==> src/rtl/gta_pkg.sv <==
package gta_pkg;

  localparam int DEF_TILE_COUNT = 128;
  localparam int WORD_BITS      = 32;
  localparam int BIT_SEL_W      = 5;
  localparam int WORD_SEL_W     = 3;
  localparam int CHAR_W         = 8;
  localparam int TILE_W         = 8;
  localparam int TILE_OUT_W     = 7;
  localparam int CHAR_COUNT     = 256;

  typedef enum logic {
    ST_IDLE,
    ST_UPDATE
  } state_t;

  typedef struct packed {
    logic              hit;
    logic [TILE_W-1:0] tile;
  } lookup_t;

  typedef struct packed {
    logic              found;
    logic [TILE_W-1:0] tile;
  } pick_t;

  // Tiles of word w that belong to the pool.
  function automatic logic [WORD_BITS-1:0] pool_mask(input int w, input int tile_count);
    int first;
    int count;
    first = w * WORD_BITS;
    if (first >= tile_count) begin
      return '0;
    end
    count = tile_count - first;
    if (count >= WORD_BITS) begin
      return '1;
    end
    return (WORD_BITS'(1) << count) - WORD_BITS'(1);
  endfunction

  // Word 0 holds the reserved tile 0.
  function automatic logic [WORD_BITS-1:0] reset_word(input int w);
    return (w == 0) ? WORD_BITS'(1) : '0;
  endfunction

endpackage

==> src/rtl/gta_char_map.sv <==
module gta_char_map (
  input  logic                        clk,
  input  logic                        rst_n,
  input  logic                        rd_en,
  input  logic [gta_pkg::CHAR_W-1:0]  rd_addr,
  output gta_pkg::lookup_t            lookup,
  input  logic                        wr_en,
  input  logic [gta_pkg::CHAR_W-1:0]  wr_addr,
  input  logic [gta_pkg::TILE_W-1:0]  wr_tile
);

  logic [gta_pkg::TILE_W-1:0]     map_mem [gta_pkg::CHAR_COUNT];
  logic [gta_pkg::CHAR_COUNT-1:0] valid_r;
  logic                           rd_valid_r;
  logic [gta_pkg::TILE_W-1:0]     rd_tile_r;

  always_ff @(posedge clk) begin
    if (wr_en) begin
      map_mem[wr_addr] <= wr_tile;
    end
    if (rd_en) begin
      rd_tile_r <= map_mem[rd_addr];
    end
  end

  always_ff @(posedge clk) begin
    if (!rst_n) begin
      valid_r    <= '0;
      rd_valid_r <= 1'b0;
    end else begin
      if (wr_en) begin
        valid_r[wr_addr] <= 1'b1;
      end
      if (rd_en) begin
        rd_valid_r <= valid_r[rd_addr];
      end
    end
  end

  assign lookup.hit  = rd_valid_r;
  assign lookup.tile = rd_tile_r;

endmodule

==> src/rtl/gta_tile_pool.sv <==
module gta_tile_pool #(
  parameter int TILE_COUNT = gta_pkg::DEF_TILE_COUNT
) (
  input  logic          clk,
  input  logic          rst_n,
  input  logic          rd_en,
  input  logic          alloc_en,
  output gta_pkg::pick_t pick
);

  localparam int NWORDS = (TILE_COUNT + gta_pkg::WORD_BITS - 1) / gta_pkg::WORD_BITS;
  localparam int WIDX   = (NWORDS > 1) ? $clog2(NWORDS) : 1;
  localparam int CW     = $clog2(NWORDS + 1);

  logic [gta_pkg::WORD_BITS-1:0] word_mem [NWORDS];
  logic [NWORDS-1:0]             word_ok_r;
  logic [CW-1:0]                 cur_word_r;
  logic [CW-1:0]                 cur_word_nxt;
  logic [gta_pkg::WORD_BITS-1:0] rd_raw_r;
  logic                          rd_ok_r;
  logic [WIDX-1:0]               word_idx;
  logic                          exhausted;
  logic [gta_pkg::WORD_BITS-1:0] mask;
  logic [gta_pkg::WORD_BITS-1:0] word;
  logic [gta_pkg::WORD_BITS-1:0] free_bits;
  logic [gta_pkg::WORD_BITS-1:0] new_word;
  logic [gta_pkg::BIT_SEL_W-1:0] bit_sel;

  assign word_idx  = cur_word_r[WIDX-1:0];
  assign exhausted = (cur_word_r == CW'(NWORDS));
  assign mask      = gta_pkg::pool_mask(int'(cur_word_r), TILE_COUNT);
  assign word      = rd_ok_r ? rd_raw_r : gta_pkg::reset_word(int'(cur_word_r));
  assign free_bits = ~word & mask;

  always_comb begin
    bit_sel = '0;
    for (int i = 0; i < gta_pkg::WORD_BITS; i++) begin
      if (free_bits[i]) begin
        bit_sel = gta_pkg::BIT_SEL_W'(i);
      end
    end
  end

  assign new_word   = word | (gta_pkg::WORD_BITS'(1) << bit_sel);
  assign pick.found = !exhausted && (free_bits != '0);
  assign pick.tile  = {gta_pkg::WORD_SEL_W'(cur_word_r), bit_sel};

  // Bits are only ever set, so the first word with a free tile only moves up.
  always_comb begin
    cur_word_nxt = cur_word_r;
    if (alloc_en && pick.found && ((new_word | ~mask) == '1)) begin
      cur_word_nxt = cur_word_r + CW'(1);
    end
  end

  always_ff @(posedge clk) begin
    if (alloc_en && pick.found) begin
      word_mem[word_idx] <= new_word;
    end
    if (rd_en && !exhausted) begin
      rd_raw_r <= word_mem[word_idx];
    end
  end

  always_ff @(posedge clk) begin
    if (!rst_n) begin
      word_ok_r  <= '0;
      cur_word_r <= '0;
      rd_ok_r    <= 1'b0;
    end else begin
      cur_word_r <= cur_word_nxt;
      if (alloc_en && pick.found) begin
        word_ok_r[word_idx] <= 1'b1;
      end
      if (rd_en) begin
        rd_ok_r <= !exhausted && word_ok_r[word_idx];
      end
    end
  end

endmodule

==> src/rtl/glyph_tile_allocator_top.sv <==
// Glyph tile allocator: assigns a display tile to each character code.
// Request channel: drive in_char_code and raise start; the request is taken
// at a rising edge where start is high and busy is low.
// Result channel: out_strobe is high for exactly one cycle with out_tile_index,
// out_newly_assigned and out_pool_full; the receiver cannot stall it.
// The request is read from the character map and tile pool when it is taken,
// and out_strobe is registered from the update state that follows.
// A new request is not taken while busy is high in that update state, in which
// the character map and the in-use bitmap are written back.
// A mapped character returns its tile. An unmapped one gets the highest free
// tile of the lowest word of the in-use bitmap that still has one, with
// out_newly_assigned set. With no free tile, tile 0 is used and out_pool_full
// is set as well. Tiles are never released.
// Reset is synchronous and active low. Afterwards no character is mapped and
// only tile 0 is in use; valid bits clear the memories at once, so requests
// are taken from the first cycle after reset.
module glyph_tile_allocator_top #(
  parameter int TILE_COUNT = gta_pkg::DEF_TILE_COUNT
) (
  input  logic                            clk,
  input  logic                            rst_n,
  input  logic                            start,
  output logic                            busy,
  input  logic [gta_pkg::CHAR_W-1:0]      in_char_code,
  output logic                            out_strobe,
  output logic [gta_pkg::TILE_OUT_W-1:0]  out_tile_index,
  output logic                            out_newly_assigned,
  output logic                            out_pool_full
);

  gta_pkg::state_t            state_r;
  gta_pkg::state_t            state_nxt;
  gta_pkg::lookup_t           lookup;
  gta_pkg::pick_t             pick;
  logic [gta_pkg::CHAR_W-1:0] char_r;
  logic                       accept;
  logic                       update;
  logic                       miss;
  logic [gta_pkg::TILE_W-1:0] tile;
  logic                       strobe_r;
  logic [gta_pkg::TILE_OUT_W-1:0] tile_r;
  logic                       fresh_r;
  logic                       full_r;

  always_comb begin
    state_nxt = state_r;
    case (state_r)
      gta_pkg::ST_IDLE: begin
        if (start) begin
          state_nxt = gta_pkg::ST_UPDATE;
        end
      end
      gta_pkg::ST_UPDATE: begin
        state_nxt = gta_pkg::ST_IDLE;
      end
      default: begin
        state_nxt = gta_pkg::ST_IDLE;
      end
    endcase
  end

  always_comb begin
    busy   = 1'b0;
    update = 1'b0;
    case (state_r)
      gta_pkg::ST_IDLE: begin
        busy = 1'b0;
      end
      gta_pkg::ST_UPDATE: begin
        busy   = 1'b1;
        update = 1'b1;
      end
      default: begin
        busy = 1'b0;
      end
    endcase
  end

  assign accept = start && !busy;
  assign miss   = update && !lookup.hit;
  assign tile   = lookup.hit ? lookup.tile : (pick.found ? pick.tile : '0);

  gta_char_map u_char_map (
    .clk     (clk),
    .rst_n   (rst_n),
    .rd_en   (accept),
    .rd_addr (in_char_code),
    .lookup  (lookup),
    .wr_en   (miss),
    .wr_addr (char_r),
    .wr_tile (tile)
  );

  gta_tile_pool #(
    .TILE_COUNT (TILE_COUNT)
  ) u_tile_pool (
    .clk      (clk),
    .rst_n    (rst_n),
    .rd_en    (accept),
    .alloc_en (miss),
    .pick     (pick)
  );

  always_ff @(posedge clk) begin
    if (accept) begin
      char_r <= in_char_code;
    end
    if (update) begin
      tile_r  <= tile[gta_pkg::TILE_OUT_W-1:0];
      fresh_r <= !lookup.hit;
      full_r  <= !lookup.hit && !pick.found;
    end
  end

  always_ff @(posedge clk) begin
    if (!rst_n) begin
      state_r  <= gta_pkg::ST_IDLE;
      strobe_r <= 1'b0;
    end else begin
      state_r  <= state_nxt;
      strobe_r <= update;
    end
  end

  assign out_strobe         = strobe_r;
  assign out_tile_index     = tile_r;
  assign out_newly_assigned = fresh_r;
  assign out_pool_full      = full_r;

  a_strobe_after_busy: assert property (@(posedge clk) disable iff (!rst_n)
    out_strobe |-> $past(busy))
    else $error("result strobe without a preceding update cycle");

  a_accept_sets_busy: assert property (@(posedge clk) disable iff (!rst_n)
    accept |=> busy)
    else $error("accepted request did not enter the update cycle");

  a_busy_one_cycle: assert property (@(posedge clk) disable iff (!rst_n)
    busy |=> !busy)
    else $error("update lasted more than one cycle");

  a_full_is_fresh: assert property (@(posedge clk) disable iff (!rst_n)
    (out_strobe && out_pool_full) |-> out_newly_assigned)
    else $error("pool full reported for a mapped character");

  a_full_tile_zero: assert property (@(posedge clk) disable iff (!rst_n)
    (out_strobe && out_pool_full) |-> (out_tile_index == '0))
    else $error("pool full reported with a tile other than zero");

endmodule
==> config.mk <==
export PLATFORM = sky130hd
export DESIGN_NAME = glyph_tile_allocator_top
export DESIGN_NICKNAME = d
export VERILOG_FILES = /design/src/rtl/gta_pkg.sv /design/src/rtl/gta_char_map.sv /design/src/rtl/gta_tile_pool.sv /design/src/rtl/glyph_tile_allocator_top.sv
export SDC_FILE = /design/constraint.sdc
export NUM_CORES = 2
export LEC_CHECK = 0
export BUFFER_PORTS_ARGS = -buffer_cell sky130_fd_sc_hd__buf_2
export CORE_UTILIZATION = 60
export CTS_CLUSTER_SIZE = 20
export DETAILED_ROUTE_END_ITERATION = 8
export PLACE_DENSITY = 0.76
export SLEW_MARGIN = 5
export SYNTH_ARGS = -nofsm -noshare
export SYNTH_HDL_FRONTEND = slang
export SYNTH_SLANG_ARGS = --single-unit
==> constraint.sdc <==
create_clock -name clk -period 21.1 [get_ports clk]
set_input_delay 5.275 -clock clk [delete_from_list [all_inputs] [get_ports clk]]
set_output_delay 5.275 -clock clk [all_outputs]
set_load 0.03 [all_outputs]
==> impl_metrics.json <==
{
  "status": "completed",
  "yosysSeqAreaShare_pct": 74.7,
  "crit_chain": "buf_8, buf_12, buf_4, mux4_2, mux4_2, mux4_2, mux4_2, nand2_1, o31ai_1",
  "pre_cts_ws_ns": 10.70,
  "layout-area-overhead-vs-synth_pct": 10.5,
  "cts_root_buffer": "clkbuf_16",
  "place_inst": 6051,
  "cts.clk_slew.worst_paths_ns": 0.06,
  "synth_flop_cell": "edfxtp_1",
  "clock_sinks": 2243,
  "die_w_um": 382,
  "worstPathRequired_ns": 21.78,
  "setup_violations": 0,
  "cp_top_family": "multiplexers",
  "worst_pin_slew_ns": 1.33,
  "yosys_warnings": 0,
  "timing.final.ws_setup_ns": 11.63,
  "syn-cell-area_mm2": 0.0866,
  "crit_arrival_ns": 10.15,
  "total_leakage_power_nw": 29.2,
  "synth-edff-count": 1976,
  "fin_setup_tns_ns": 0,
  "cp_common_cell": "mux4_2",
  "max_slew_margin_pct": 10.8,
  "io_pins": 22,
  "fin_crit_ns": 9.47,
  "power_density_mw_per_mm2": 92.8,
  "ys_seq_elements": 2243,
  "start_kind": "input port",
  "final_cells": 6446,
  "crit_buf_inv": 3,
  "fmax_mhz": 106,
  "peakVddDrop_mv": 0.0797,
  "htreeDepth": 4,
  "routed_via_density": 6.72,
  "grt_overflow_total": 0,
  "synth_cells": 4295,
  "grt.total_usage_pct": 27.9,
  "cap_viol_max_count": 0,
  "drt-total-wl_um": 199000,
  "drt-pass1-iter-count": 5,
  "core.rowCount": 139,
  "grt_max_degree": 213,
  "cts_tree": "built",
  "drt_iter0_markers": 6167,
  "antenna_left": 0,
  "vias": 43330,
  "hold_viol": 0,
  "critPathCaptureType": "flip-flop",
  "syn_area_per_cell_um2": 20.2,
  "cts_buffer_depth": 3,
  "dieArea_mm2": 0.146,
  "core_area_mm2": 0.143,
  "multi_input_area_mm2": 0.0210,
  "numCtsBuffers": 207,
  "register_area_mm2": 0.0647,
  "ctsHoldBuffers": 0,
  "finalClockSkew_ns": 0.0332,
  "crit_fanout": 107,
  "synth_nets": 4313,
  "grt_pass1_wl_um": 294000,
  "dp_hpwl_um": 116000,
  "cpPeakStageDelay_ns": 0.92,
  "place_congestion": 0.910,
  "cts_resized": 0,
  "rrSetupSlack_ns": 14.87,
  "drc_errors": 0,
  "portBuffers": 21,
  "cpMaxStageDelayCell": "buf_4",
  "synth_cell_types": 74,
  "holdCritPathClass": "flip-flop to flip-flop",
  "finalMaxSlewViolations": 0,
  "grt_pass1_vias": 43164,
  "path_class": "input port to flip-flop",
  "routedWlPerCell_um": 30.9,
  "grt_antenna_before_repair": 9,
  "dieHeight_um": 382,
  "nFillCells": 8698,
  "postSynth.asyncResetShare_pct": 0,
  "drive_above_1_share_pct": 25.1,
  "insertion_delay_ns": 0.84,
  "initial_core_util_pct": 60.3,
  "postCtsSetupRepairBufs": 0,
  "period_share_pct": 44.9,
  "grt_setup_unrepaired": "false",
  "nNetsFinal": 4376
}
synth_stat cells, types with 5 or more instances:
library cell | instances | area share (%)
a211oi_1 | 5 | 0.043
o21a_1 | 5 | 0.043
and2_1 | 8 | 0.058
buf_1 | 12 | 0.052
clkbuf_1 | 162 | 0.70
nor2_1 | 790 | 3.4
mux4_2 | 713 | 19
nor2b_1 | 13 | 0.094
nand4_1 | 8 | 0.058
a32o_1 | 5 | 0.058
dfxtp_1 | 267 | 6.2
and3_1 | 12 | 0.087
ha_1 | 7 | 0.10
inv_1 | 13 | 0.056
buf_2 | 55 | 0.32
nand3_1 | 28 | 0.16
o21ai_0 | 34 | 0.20
edfxtp_1 | 1976 | 69
a21oi_1 | 14 | 0.081
nand2_1 | 80 | 0.35
registers in the layout (all words and copies together) (netlist names), 3 cells and up:
register and flops:
u_char_map.valid_r 256, u_tile_pool.rd_raw_r 32, out_tile_index 7, u_char_map.rd_tile_r 7, u_tile_pool.cur_word_r 3, u_char_map.map_mem 1792, u_tile_pool.word_ok_r 4, u_tile_pool.word_mem 128
char_r 8
final timing paths:
path / startpoint / cells past startpoint / end
min: u_tile_pool.word_ok_r[1] / 1 / u_tile_pool.word_ok_r[1]
max reg2reg: u_tile_pool.cur_word_r[0] / 10 / u_char_map.map_mem[65][0]
max: in_char_code[0] / 9 / u_char_map.rd_valid_r
min reg2reg: u_tile_pool.word_ok_r[1] / 1 / u_tile_pool.word_ok_r[1]
routing by layer:
layer	track usage, %	part of all wire [%]	up-vias	wire length, µm
met5	0	0.036	-	72
met4	8.64	2.9	12	5790
met3	5.93	10	367	20200
met2	42.9	48	2686	95600
met1	40.7	39	22773	77500
li1	-	-	17492	-
cell type report:
class / count / area share, %
sequential: 2243 / 67.6
multi-input combinational: 1806 / 21.9
clock buffer: 298 / 6.25
tap: 1903 / 2.49
clock inverter: 94 / 0.928
timing repair buffer: 87 / 0.731
inverter: 13 / 0.0588
antenna: 2 / 0.00523
cell usage in the layout, fill, tap and decap left out, types with 4 or more instances in the layout:
cell type   instances
nand2b_1            4
clkinvlp_4          7
and3_1             11
buf_4              61
clkbuf_16         220
bufinv_16          16
clkinv_1           25
buf_12              5
mux4_2            713
inv_1              12
edfxtp_1         1976
nor4_1              4
and2_1              8
a21oi_1            14
nor2_1            789
o21a_1              5
dfxtp_1           265
or3_1               4
a211oi_1            5
ha_1                7
o21ai_4             6
inv_6               4
nor2b_1            13
clkinv_2           40
nand2_1            78
clkbuf_8           18
a32o_1              5
nand4_1             8
buf_2              17
a22o_1              4
o21ai_0            28
clkbuf_1           60
nand3_1            28
logic make-up (layout without fill, tap and decap cells):
family          after synthesis  after routing  share of synthesized area, %
compound gates              107            107                         0.873
fa+ha+maj                     7              7                         0.101
buf+inv                     246            492                          1.18
flops                      2243           2243                          74.7
mux                         716            716                          18.6
other cells                   0              2                             0
simple gates                976            976                          4.57
metrics by stage:
step	hold slack (ns)	total power, mW	utilization, %	area (µm²)
CTS	0.467	8.91	66.7	95700
finish	0.465	8.88	66.7	95700
global placement	0.443	5.20	61.9	88800
floorplan	0.435	5.11	-	86600
detailed placement	0.453	5.21	61.9	88800
global route	0.482	9.09	66.7	95700
report_power, final:
part	internal (mW)	switching, mW
Clock	2.16	1.60
Sequential	4.78	0.00925
Combinational	0.142	0.178
worst register-to-register path, cell delays in order, from the launching register on:
cell,delay (ns)
dfxtp_2,0.32
buf_4,0.36
ha_1,0.33
nor4b_2,0.37
or3_1,0.57
nor2_1,0.26
nor2_1,0.34
a22oi_1,0.28
o21ai_4,1.05
buf_4,0.87
buf_4,0.98
Note: power is estimated with default switching activity, not from simulation.
